`config.mk`:
```
export PLATFORM = sky130hd
export DESIGN_NAME = integer_to_roman_encoder
export DESIGN_NICKNAME = d
export VERILOG_FILES = /design/src/rtl/core/itr_pkg.sv /design/src/rtl/core/itr_front.sv /design/src/rtl/core/itr_fifo.sv /design/src/rtl/core/itr_back.sv /design/src/rtl/core/integer_to_roman_encoder.sv
export SDC_FILE = /design/constraint.sdc
export NUM_CORES = 1
export LEC_CHECK = 0
export BUFFER_PORTS_ARGS = -buffer_cell sky130_fd_sc_hd__buf_2
export CAP_MARGIN = 20
export CORE_ASPECT_RATIO = 0.9
export CORE_MARGIN = 5
export CORE_UTILIZATION = 52
export DETAILED_ROUTE_END_ITERATION = 16
export HOLD_SLACK_MARGIN = 0.02
export PLACE_DENSITY = 0.72
export SLEW_MARGIN = 20
export SYNTH_ARGS = -nofsm -noshare
export SYNTH_HDL_FRONTEND = slang
export SYNTH_SLANG_ARGS = --single-unit
```
`constraint.sdc`:
```
create_clock -name i_clk -period 5.2 [get_ports i_clk]
set_input_delay 0.78 -clock i_clk [delete_from_list [all_inputs] [get_ports i_clk]]
set_output_delay 0.78 -clock i_clk [all_outputs]
set_load 0.01 [all_outputs]
```
`src/rtl/core/itr_pkg.sv`:
```
// ----------------------------------------------------------------------------
// itr_pkg
// Shared types, constants and lookup functions of the Roman numeral encoder.
// ----------------------------------------------------------------------------
package itr_pkg;

    localparam int unsigned ValueWidth = 12;
    localparam int unsigned SymWidth   = 8;
    localparam int unsigned FifoDepth  = 2;
    localparam int unsigned MinValue   = 1;
    localparam int unsigned MaxValue   = 3999;

    // Decimal digits of one number, ones in digit[0], thousands in digit[3]
    typedef struct packed {
        logic             err;
        logic [3:0][3:0]  digit;
    } t_digits;

    // Role of a letter inside one decimal place
    localparam logic [1:0] ROLE_ONE  = 2'd0;
    localparam logic [1:0] ROLE_FIVE = 2'd1;
    localparam logic [1:0] ROLE_TEN  = 2'd2;

    localparam logic [7:0] LETTER_I = 8'h49;
    localparam logic [7:0] LETTER_V = 8'h56;
    localparam logic [7:0] LETTER_X = 8'h58;
    localparam logic [7:0] LETTER_L = 8'h4C;
    localparam logic [7:0] LETTER_C = 8'h43;
    localparam logic [7:0] LETTER_D = 8'h44;
    localparam logic [7:0] LETTER_M = 8'h4D;
    localparam logic [7:0] LETTER_NONE = 8'h00;

    // k times the weight of the place handled at step (0: thousands .. 2: tens)
    function automatic logic [13:0] place_mult(input logic [1:0] step, input logic [3:0] k);
        logic [13:0] w;
        case (step)
            2'd0:    w = 14'd1000;
            2'd1:    w = 14'd100;
            default: w = 14'd10;
        endcase
        return 14'(w * {10'd0, k});
    endfunction

    // Number of letters that one decimal digit takes
    function automatic logic [2:0] digit_len(input logic [3:0] d);
        logic [2:0] n;
        case (d)
            4'd1, 4'd5:       n = 3'd1;
            4'd2, 4'd4, 4'd6,
            4'd9:             n = 3'd2;
            4'd3, 4'd7:       n = 3'd3;
            4'd8:             n = 3'd4;
            default:          n = 3'd0;
        endcase
        return n;
    endfunction

    // Role of letter k of digit d
    function automatic logic [1:0] digit_role(input logic [3:0] d, input logic [1:0] k);
        logic [1:0] r;
        case (d)
            4'd4:                   r = (k == 2'd0) ? ROLE_ONE : ROLE_FIVE;
            4'd9:                   r = (k == 2'd0) ? ROLE_ONE : ROLE_TEN;
            4'd5, 4'd6, 4'd7, 4'd8: r = (k == 2'd0) ? ROLE_FIVE : ROLE_ONE;
            default:                r = ROLE_ONE;
        endcase
        return r;
    endfunction

    // Letter for a role at a decimal place (0: ones .. 3: thousands)
    function automatic logic [7:0] roman_letter(input logic [1:0] pos, input logic [1:0] role);
        logic [7:0] s;
        case (pos)
            2'd3: s = LETTER_M;
            2'd2: begin
                case (role)
                    ROLE_FIVE: s = LETTER_D;
                    ROLE_TEN:  s = LETTER_M;
                    default:   s = LETTER_C;
                endcase
            end
            2'd1: begin
                case (role)
                    ROLE_FIVE: s = LETTER_L;
                    ROLE_TEN:  s = LETTER_C;
                    default:   s = LETTER_X;
                endcase
            end
            default: begin
                case (role)
                    ROLE_FIVE: s = LETTER_V;
                    ROLE_TEN:  s = LETTER_X;
                    default:   s = LETTER_I;
                endcase
            end
        endcase
        return s;
    endfunction

endpackage

```
`src/rtl/core/itr_front.sv`:
```
// ----------------------------------------------------------------------------
// itr_front
// Accepts a number, checks its range and splits it into decimal digits,
// one place per cycle.
// ----------------------------------------------------------------------------
module itr_front (
    input  logic                                 i_clk,
    input  logic                                 i_rst_n,
    input  logic                                 i_valid,
    output logic                                 o_ready,
    input  logic [itr_pkg::ValueWidth-1:0]       i_value,
    output logic                                 o_push,
    output itr_pkg::t_digits                     o_item,
    input  logic                                 i_full
);

    typedef enum logic [2:0] {
        F_IDLE  = 3'b001,
        F_DIGIT = 3'b010,
        F_PUSH  = 3'b100
    } t_fstate;

    t_fstate                          r_state, n_state;
    logic [itr_pkg::ValueWidth-1:0]   r_rest, n_rest;
    logic [1:0]                       r_step, n_step;
    itr_pkg::t_digits                 r_item, n_item;

    logic [3:0]                       digit;
    logic [itr_pkg::ValueWidth-1:0]   sub;

    // Largest multiple of the place weight not above the rest
    always_comb begin
        digit = 4'd0;
        sub   = '0;
        for (int k = 1; k <= 9; k++) begin
            if ({2'b00, r_rest} >= itr_pkg::place_mult(r_step, 4'(k))) begin
                digit = 4'(k);
                sub   = itr_pkg::ValueWidth'(itr_pkg::place_mult(r_step, 4'(k)));
            end
        end
    end

    always_comb begin
        n_state = r_state;
        n_rest  = r_rest;
        n_step  = r_step;
        n_item  = r_item;
        case (r_state)
            F_IDLE: begin
                if (i_valid) begin
                    n_rest     = i_value;
                    n_step     = 2'd0;
                    n_item.err = (i_value < itr_pkg::ValueWidth'(itr_pkg::MinValue)) ||
                                 (i_value > itr_pkg::ValueWidth'(itr_pkg::MaxValue));
                    n_state    = F_DIGIT;
                end
            end
            F_DIGIT: begin
                n_item.digit[2'(2'd3 - r_step)] = digit;
                n_rest = r_rest - sub;
                n_step = r_step + 2'd1;
                if (r_step == 2'd2) begin
                    n_item.digit[0] = n_rest[3:0];
                    n_state         = F_PUSH;
                end
            end
            F_PUSH: begin
                if (!i_full) begin
                    n_state = F_IDLE;
                end
            end
            default: n_state = F_IDLE;
        endcase
    end

    always_ff @(posedge i_clk) begin
        if (!i_rst_n) begin
            r_state <= F_IDLE;
        end else begin
            r_state <= n_state;
        end
        r_rest <= n_rest;
        r_step <= n_step;
        r_item <= n_item;
    end

    assign o_ready = (r_state == F_IDLE);
    assign o_push  = (r_state == F_PUSH) && !i_full;
    assign o_item  = r_item;

endmodule

```
`src/rtl/core/itr_fifo.sv`:
```
// ----------------------------------------------------------------------------
// itr_fifo
// Small register queue between the digit splitter and the letter sequencer.
// ----------------------------------------------------------------------------
module itr_fifo #(
    parameter int unsigned DEPTH = itr_pkg::FifoDepth,
    parameter int unsigned WIDTH = $bits(itr_pkg::t_digits)
) (
    input  logic              i_clk,
    input  logic              i_rst_n,
    input  logic              i_push,
    input  logic [WIDTH-1:0]  i_data,
    output logic              o_full,
    output logic              o_valid,
    input  logic              i_pop,
    output logic [WIDTH-1:0]  o_data
);

    localparam int unsigned AW = (DEPTH > 1) ? $clog2(DEPTH) : 1;
    localparam int unsigned CW = $clog2(DEPTH + 1);

    logic [WIDTH-1:0] r_mem [DEPTH];
    logic [AW-1:0]    r_wptr, r_rptr;
    logic [CW-1:0]    r_count;

    function automatic logic [AW-1:0] ptr_inc(input logic [AW-1:0] p);
        return (p == AW'(DEPTH - 1)) ? '0 : AW'(p + AW'(1));
    endfunction

    always_ff @(posedge i_clk) begin
        if (!i_rst_n) begin
            r_wptr  <= '0;
            r_rptr  <= '0;
            r_count <= '0;
        end else begin
            if (i_push) begin
                r_wptr <= ptr_inc(r_wptr);
            end
            if (i_pop) begin
                r_rptr <= ptr_inc(r_rptr);
            end
            if (i_push && !i_pop) begin
                r_count <= r_count + CW'(1);
            end else if (i_pop && !i_push) begin
                r_count <= r_count - CW'(1);
            end
        end
        if (i_push) begin
            r_mem[r_wptr] <= i_data;
        end
    end

    assign o_full  = (r_count == CW'(DEPTH));
    assign o_valid = (r_count != '0);
    assign o_data  = r_mem[r_rptr];

endmodule

```
`src/rtl/core/itr_back.sv`:
```
// ----------------------------------------------------------------------------
// itr_back
// Walks the decimal digits of one number and emits its Roman letters, one per
// cycle while the output is not stalled, through an output register.
// ----------------------------------------------------------------------------
module itr_back (
    input  logic                              i_clk,
    input  logic                              i_rst_n,
    input  logic                              i_valid,
    input  itr_pkg::t_digits                  i_item,
    output logic                              o_pop,
    output logic                              o_valid,
    input  logic                              i_ready,
    output logic [itr_pkg::SymWidth-1:0]      o_symbol,
    output logic                              o_last,
    output logic                              o_error
);

    typedef enum logic [1:0] {
        B_IDLE = 2'b01,
        B_RUN  = 2'b10
    } t_bstate;

    t_bstate                         r_state;
    itr_pkg::t_digits                r_item;
    logic [1:0]                      r_pos;
    logic [1:0]                      r_k;
    logic                            r_out_valid;
    logic [itr_pkg::SymWidth-1:0]    r_symbol;
    logic                            r_last;
    logic                            r_error;

    logic [1:0]                      start_pos;
    logic [1:0]                      next_pos;
    logic                            more_below;
    logic [3:0]                      cur_digit;
    logic                            digit_done;
    logic                            fire;
    logic [itr_pkg::SymWidth-1:0]    cur_symbol;

    // Highest nonzero place of the incoming number
    always_comb begin
        start_pos = 2'd0;
        for (int q = 0; q < 4; q++) begin
            if (i_item.digit[q] != 4'd0) begin
                start_pos = 2'(q);
            end
        end
    end

    // Next nonzero place below the current one
    always_comb begin
        next_pos   = 2'd0;
        more_below = 1'b0;
        for (int q = 0; q < 4; q++) begin
            if ((2'(q) < r_pos) && (r_item.digit[q] != 4'd0)) begin
                next_pos   = 2'(q);
                more_below = 1'b1;
            end
        end
    end

    assign cur_digit  = r_item.digit[r_pos];
    assign digit_done = ({1'b0, r_k} + 3'd1) == itr_pkg::digit_len(cur_digit);
    assign cur_symbol = itr_pkg::roman_letter(r_pos, itr_pkg::digit_role(cur_digit, r_k));
    assign fire       = (r_state == B_RUN) && (!r_out_valid || i_ready);
    assign o_pop      = (r_state == B_IDLE) && i_valid;

    always_ff @(posedge i_clk) begin
        if (!i_rst_n) begin
            r_state     <= B_IDLE;
            r_out_valid <= 1'b0;
        end else begin
            case (r_state)
                B_IDLE: begin
                    if (i_valid) begin
                        r_state <= B_RUN;
                    end
                end
                B_RUN: begin
                    if (fire && (r_item.err || (digit_done && !more_below))) begin
                        r_state <= B_IDLE;
                    end
                end
                default: r_state <= B_IDLE;
            endcase
            if (fire) begin
                r_out_valid <= 1'b1;
            end else if (i_ready) begin
                r_out_valid <= 1'b0;
            end
        end

        if (o_pop) begin
            r_item <= i_item;
            r_pos  <= start_pos;
            r_k    <= 2'd0;
        end else if (fire) begin
            if (digit_done) begin
                r_pos <= next_pos;
                r_k   <= 2'd0;
            end else begin
                r_k   <= r_k + 2'd1;
            end
        end

        if (fire) begin
            if (r_item.err) begin
                r_symbol <= itr_pkg::LETTER_NONE;
                r_last   <= 1'b1;
                r_error  <= 1'b1;
            end else begin
                r_symbol <= cur_symbol;
                r_last   <= digit_done && !more_below;
                r_error  <= 1'b0;
            end
        end
    end

    assign o_valid  = r_out_valid;
    assign o_symbol = r_symbol;
    assign o_last   = r_last;
    assign o_error  = r_error;

endmodule

```
`src/rtl/core/integer_to_roman_encoder.sv`:
```
// Path: the first letter passes the 3 digit steps in the splitter, the queue
// push, the pop into the letter sequencer and its output register.
// Throughput: the letter sequencer emits one letter per cycle while the output
// is not stalled, idling between numbers; an out of range number gives one
// error item. The splitter takes a new number once the last one is queued.
// Reset: synchronous, active low; clears the FSMs, output valid and the queue.
// ----------------------------------------------------------------------------
// integer_to_roman_encoder
// Converts a number from 1 to 3999 into a stream of Roman numeral letters.
// ----------------------------------------------------------------------------
module integer_to_roman_encoder #(
    parameter int unsigned FIFO_DEPTH = itr_pkg::FifoDepth
) (
    input  logic        i_clk,
    input  logic        i_rst_n,
    input  logic        s_axis_tvalid,
    output logic        s_axis_tready,
    input  logic [15:0] s_axis_tdata,   // [11:0] value, [15:12] zero
    output logic        m_axis_tvalid,
    input  logic        m_axis_tready,
    output logic [7:0]  m_axis_tdata,   // [7:0] symbol
    output logic        m_axis_tlast,
    output logic        m_axis_tuser    // [0] error
);

    logic              push;
    logic              full;
    logic              q_valid;
    logic              pop;
    itr_pkg::t_digits  front_item;
    itr_pkg::t_digits  q_item;

    itr_front u_front (
        .i_clk   (i_clk),
        .i_rst_n (i_rst_n),
        .i_valid (s_axis_tvalid),
        .o_ready (s_axis_tready),
        .i_value (s_axis_tdata[itr_pkg::ValueWidth-1:0]),
        .o_push  (push),
        .o_item  (front_item),
        .i_full  (full)
    );

    itr_fifo #(
        .DEPTH (FIFO_DEPTH),
        .WIDTH ($bits(itr_pkg::t_digits))
    ) u_fifo (
        .i_clk   (i_clk),
        .i_rst_n (i_rst_n),
        .i_push  (push),
        .i_data  (front_item),
        .o_full  (full),
        .o_valid (q_valid),
        .i_pop   (pop),
        .o_data  (q_item)
    );

    itr_back u_back (
        .i_clk    (i_clk),
        .i_rst_n  (i_rst_n),
        .i_valid  (q_valid),
        .i_item   (q_item),
        .o_pop    (pop),
        .o_valid  (m_axis_tvalid),
        .i_ready  (m_axis_tready),
        .o_symbol (m_axis_tdata),
        .o_last   (m_axis_tlast),
        .o_error  (m_axis_tuser)
    );

endmodule
```
==> load_flow_metrics.sql <==
INSERT INTO impl_metrics (metric_group, metric, value, unit) VALUES
('detailed_routing', 'via_count', '5474', ''),
('yosys', 'yosys_register_bits', '105', ''),
('finish', 'filler_cell_count', '1086', ''),
('clock_network', 'cts-root-buf', 'clkbuf_16', ''),
('yosys', 'synth-async-reset-ratio', '0', '%'),
('yosys', 'synth_cell_type_count', '75', ''),
('status', 'status', 'complete, no violations', ''),
('worst_hold_path', 'min_from', 'u_front.o_item[15]', ''),
('clock_network', 'h-tree-depth', '3', ''),
('sta', 'relSlewSlack', '42.7', '%'),
('yosys', 'netlist.top_cell.by_area', 'edfxtp_1', ''),
('global_route', 'antenna_found_initial', '0', ''),
('floorplan', 'die_area', '0.0155', 'mm²'),
('global_route', 'globalRouteOverflowTotal', '0', ''),
('finish', 'final-instance-count-excl-fill', '867', ''),
('finish', 'drive_gt1_share', '20.2', '%'),
('finish', 'n_antenna_cell', '0', ''),
('finish', 'syn2layout_area_growth', '12.8', '%'),
('setup_path', 'critPathBufInv', '2', ''),
('power', 'worst_ir_drop_vdd', '0.328', 'mV'),
('power', 'static-leakage-power', '3.01', 'nW'),
('yosys', 'syn-mean-instance-area', '10.5', 'µm²'),
('detailed_routing', 'post_drt_wl_per_cell', '19.3', 'µm'),
('clock_network', 'cts_hold_buffers', '0', ''),
('clock_network', 'clk-insertion-delay-late', '0.35', 'ns'),
('floorplan', 'chip_width', '131', 'µm'),
('clock_network', 'tritoncts_num_sinks', '105', ''),
('setup_path', 'cpMaxStageDelayCell', 'edfxtp_1', ''),
('setup_path', 'critical_path.top_delay_family', 'compound AO/OA/AOI/OAI gates', ''),
('detailed_routing', 'drt_iter0_drc', '740', ''),
('setup_path', 'cpPeakStageDelay', '0.44', 'ns'),
('setup_path', 'crit_path_max_fo', '7', ''),
('worst_hold_path', 'min_path_type', 'reg2reg', ''),
('detailed_routing', 'post-route-drc-count', '0', ''),
('sta', 'tightest_slew', '0.857', 'ns'),
('finish', 'finish.net_count', '794', ''),
('clock_network', 'cts.path.max_buffers', '2', ''),
('global_route', 'grt_pass1_wl', '26.4', 'mm'),
('run', 'max-cap-violations', '0', ''),
('clock_network', 'clkTransAtPathRegs', '0.08', 'ns'),
('yosys', 'synth-edff-count', '92', ''),
('clock_network', 'tritoncts.num_buffers', '9', ''),
('setup_path', 'crit_arrival', '5.21', 'ns'),
('sta', 'drv_slew', '0', ''),
('global_route', 'gr_util_all_layers', '21.7', '%'),
('global_route', 'grt_start_max_net_pins', '31', ''),
('setup_path', 'endpoint_of_the_worst_register_to_register_path', 'u_front.r_rest[10]', ''),
('setup_path', 'reg2reg_depth', '23', ''),
('power', 'power.density_cell_area', '622', 'mW/mm²'),
('global_route', 'first_global_vias', '5227', ''),
('finish', 'final_cell_mix', 'edfxtp_1, ha_1, nand2_1, nor2_1, o21ai_0', ''),
('setup_path', 'critical_path.most_common_cell', 'a21o_1', ''),
('sta', 'finalHoldViolations', '0', ''),
('sta', 'timing.final.setup_violations', '0', ''),
('yosys', 'synth_top_area_share', '40.5', '%'),
('setup_path', 'worst_setup_path_end_kind', 'flip-flop', ''),
('setup_path', 'start_kind', 'flip-flop', ''),
('setup_path', 'crit_start', 'u_front.r_step[1]', ''),
('setup_path', 'worstPathCellList', 'inv_4, ha_2, ha_2, inv_1, ha_1, a21o_1, a21oi_1, o21ai_0, a21oi_1, o221ai_2, a311o_1, o21ai_1, a2bb2oi_2, ha_1, nor2b_1, o21ai_0, nand2b_1, a21o_1, a21o_1, a21o_1, a31o_2, or3_1, nand3_1', ''),
('power', 'power.total', '0.00479', 'W'),
('placement', 'dp.cells', '850', ''),
('sta', 'timing.final.crit_share', '95.8', '%'),
('yosys', 'netlist_top_cells_area', 'edfxtp_1, ha_1, dfxtp_1', ''),
('yosys', 'synth_seq_area_share', '44.3', '%'),
('setup_path', 'worst-setup-path-type', 'reg2reg', ''),
('floorplan', 'starting_density', '53.4', '%'),
('finish', 'final_cell_area', '0.00770', 'mm²'),
('detailed_routing', 'finalWirelength', '16.7', 'mm'),
('placement', 'detailedPlacementHpwl', '12.6', 'mm'),
('floorplan', 'num_io_pins', '32', ''),
('finish', 'most_common_cell_after_layout_fill_and_taps_aside', 'edfxtp_1', '');
[state kept, by name (all words and copies together), names as in the netlist, named ones only]
| signal | flops |
|---|---|
| u_back.o_error | 1 |
| u_back.o_last | 1 |
| u_back.o_symbol | 6 |
| u_back.o_valid | 1 |
| u_back.r_item | 17 |
| u_back.r_k | 2 |
| u_back.r_pos | 2 |
| u_back.r_state | 2 |
| u_fifo.r_count | 2 |
| u_fifo.r_mem | 34 |
| u_fifo.r_rptr | 1 |
| u_fifo.r_wptr | 1 |
| u_front.o_item | 17 |
| u_front.r_rest | 12 |
| u_front.r_state | 3 |
| u_front.r_step | 2 |
[worst register-to-register path, cell delays in order (launching register included)]
cell,delay [ns]
edfxtp_1,0.44
inv_4,0.14
ha_2,0.26
ha_2,0.28
inv_1,0.08
ha_1,0.18
a21o_1,0.17
a21oi_1,0.13
o21ai_0,0.13
a21oi_1,0.23
o221ai_2,0.18
a311o_1,0.41
o21ai_1,0.17
a2bb2oi_2,0.09
ha_1,0.32
nor2b_1,0.14
o21ai_0,0.15
nand2b_1,0.11
a21o_1,0.19
a21o_1,0.19
a21o_1,0.20
a31o_2,0.25
or3_1,0.34
nand3_1,0.08
[worst max path at each step]
stage               depth (start not counted)  slack, ns            endpoint
floorplan                                  24       0.07  u_front.r_rest[10]
CTS                                        23       0.08  u_front.r_rest[11]
global placement                           24       0.07  u_front.r_rest[11]
finish                                     23       0.22  u_front.r_rest[10]
detailed placement                         24      -0.12  u_front.r_rest[11]
global route                               23      -0.09   u_front.r_rest[8]
[synth_stat cells (all sizes together) (3+ instances only)]
cell type and n:
a2111oi 4, nor3b 4, nand2 45, mux2 17, nor2b 8, a21boi 3, inv 42, ha 76
or2 5, nor2 44, mux4 4, a31oi 7, o21a 8, or4 4, buf 10, o211ai 4
a221oi 3, a211o 5, a21oi 39, nand3 17, o32a 3, and2 11, a31o 8, or3 4
a21o 9, nor3 13, xnor2 11, xor2 5, clkbuf 9, a211oi 8, o41ai 3, edfxtp 92
o31ai 4, nor4 8, nand2b 14, dfxtp 13, nor4b 3, and3 4, o21ai 49
[stage by stage]
stage	util [%]	setup TNS (ns)	hold slack, ns	setup WS [ns]
finish	60.2	0	0.443	0.218
global route	60.2	-0.202	0.458	-0.0929
CTS	59.4	0	0.445	0.0790
detailed placement	57.1	-0.232	0.431	-0.121
global placement	57.1	0	0.422	0.0693
floorplan	-	0	0.421	0.0662
[logic make-up after synthesis]
family | Yosys count | share of synthesized area [%]
xor+xnor | 16 | 2.05
other cells | 1 | 0.0549
flops | 105 | 44.3
buf+inv | 61 | 3.68
fa+ha+maj | 76 | 13.9
simple gates | 190 | 14.4
compound gates | 178 | 17.4
mux | 21 | 4.12
[power by group]
group	total (W)	switching (W)	internal [W]
Clock	0.000650	0.000316	0.000334
Sequential	0.00132	0.000182	0.00114
Combinational	0.00281	0.00162	0.00119
Total	0.00479	0.00212	0.00267
[what timing repair did]
| item | in CTS | in global routing |
|---|---|---|
| setup endpoints to repair | 2 | 4 |
| resized for setup | 3 | 24 |
| buffers inserted | 0 | 1 |
| pin swaps | 0 | 1 |
[final cells by class]
| class | count | area, µm² | share of cell area (%) |
|---|---|---|---|
| multi-input combinational | 483 | 3660 | 47.6 |
| sequential | 105 | 3020 | 39.3 |
| timing repair buffer | 57 | 365 | 4.74 |
| clock buffer | 9 | 225 | 2.92 |
| tap | 164 | 205 | 2.66 |
| inverter | 42 | 160 | 2.08 |
| clock inverter | 7 | 58.8 | 0.764 |
[per-layer routing]
layer	GRT usage [%]	up-vias	part of all wire [%]
met5	0	-	0
met4	6.56	0	2.8
met3	5.91	64	8.8
met2	32.0	278	44
met1	31.3	2599	44
li1	-	2533	-
No activity file was read; power rests on OpenSTA's default activity.
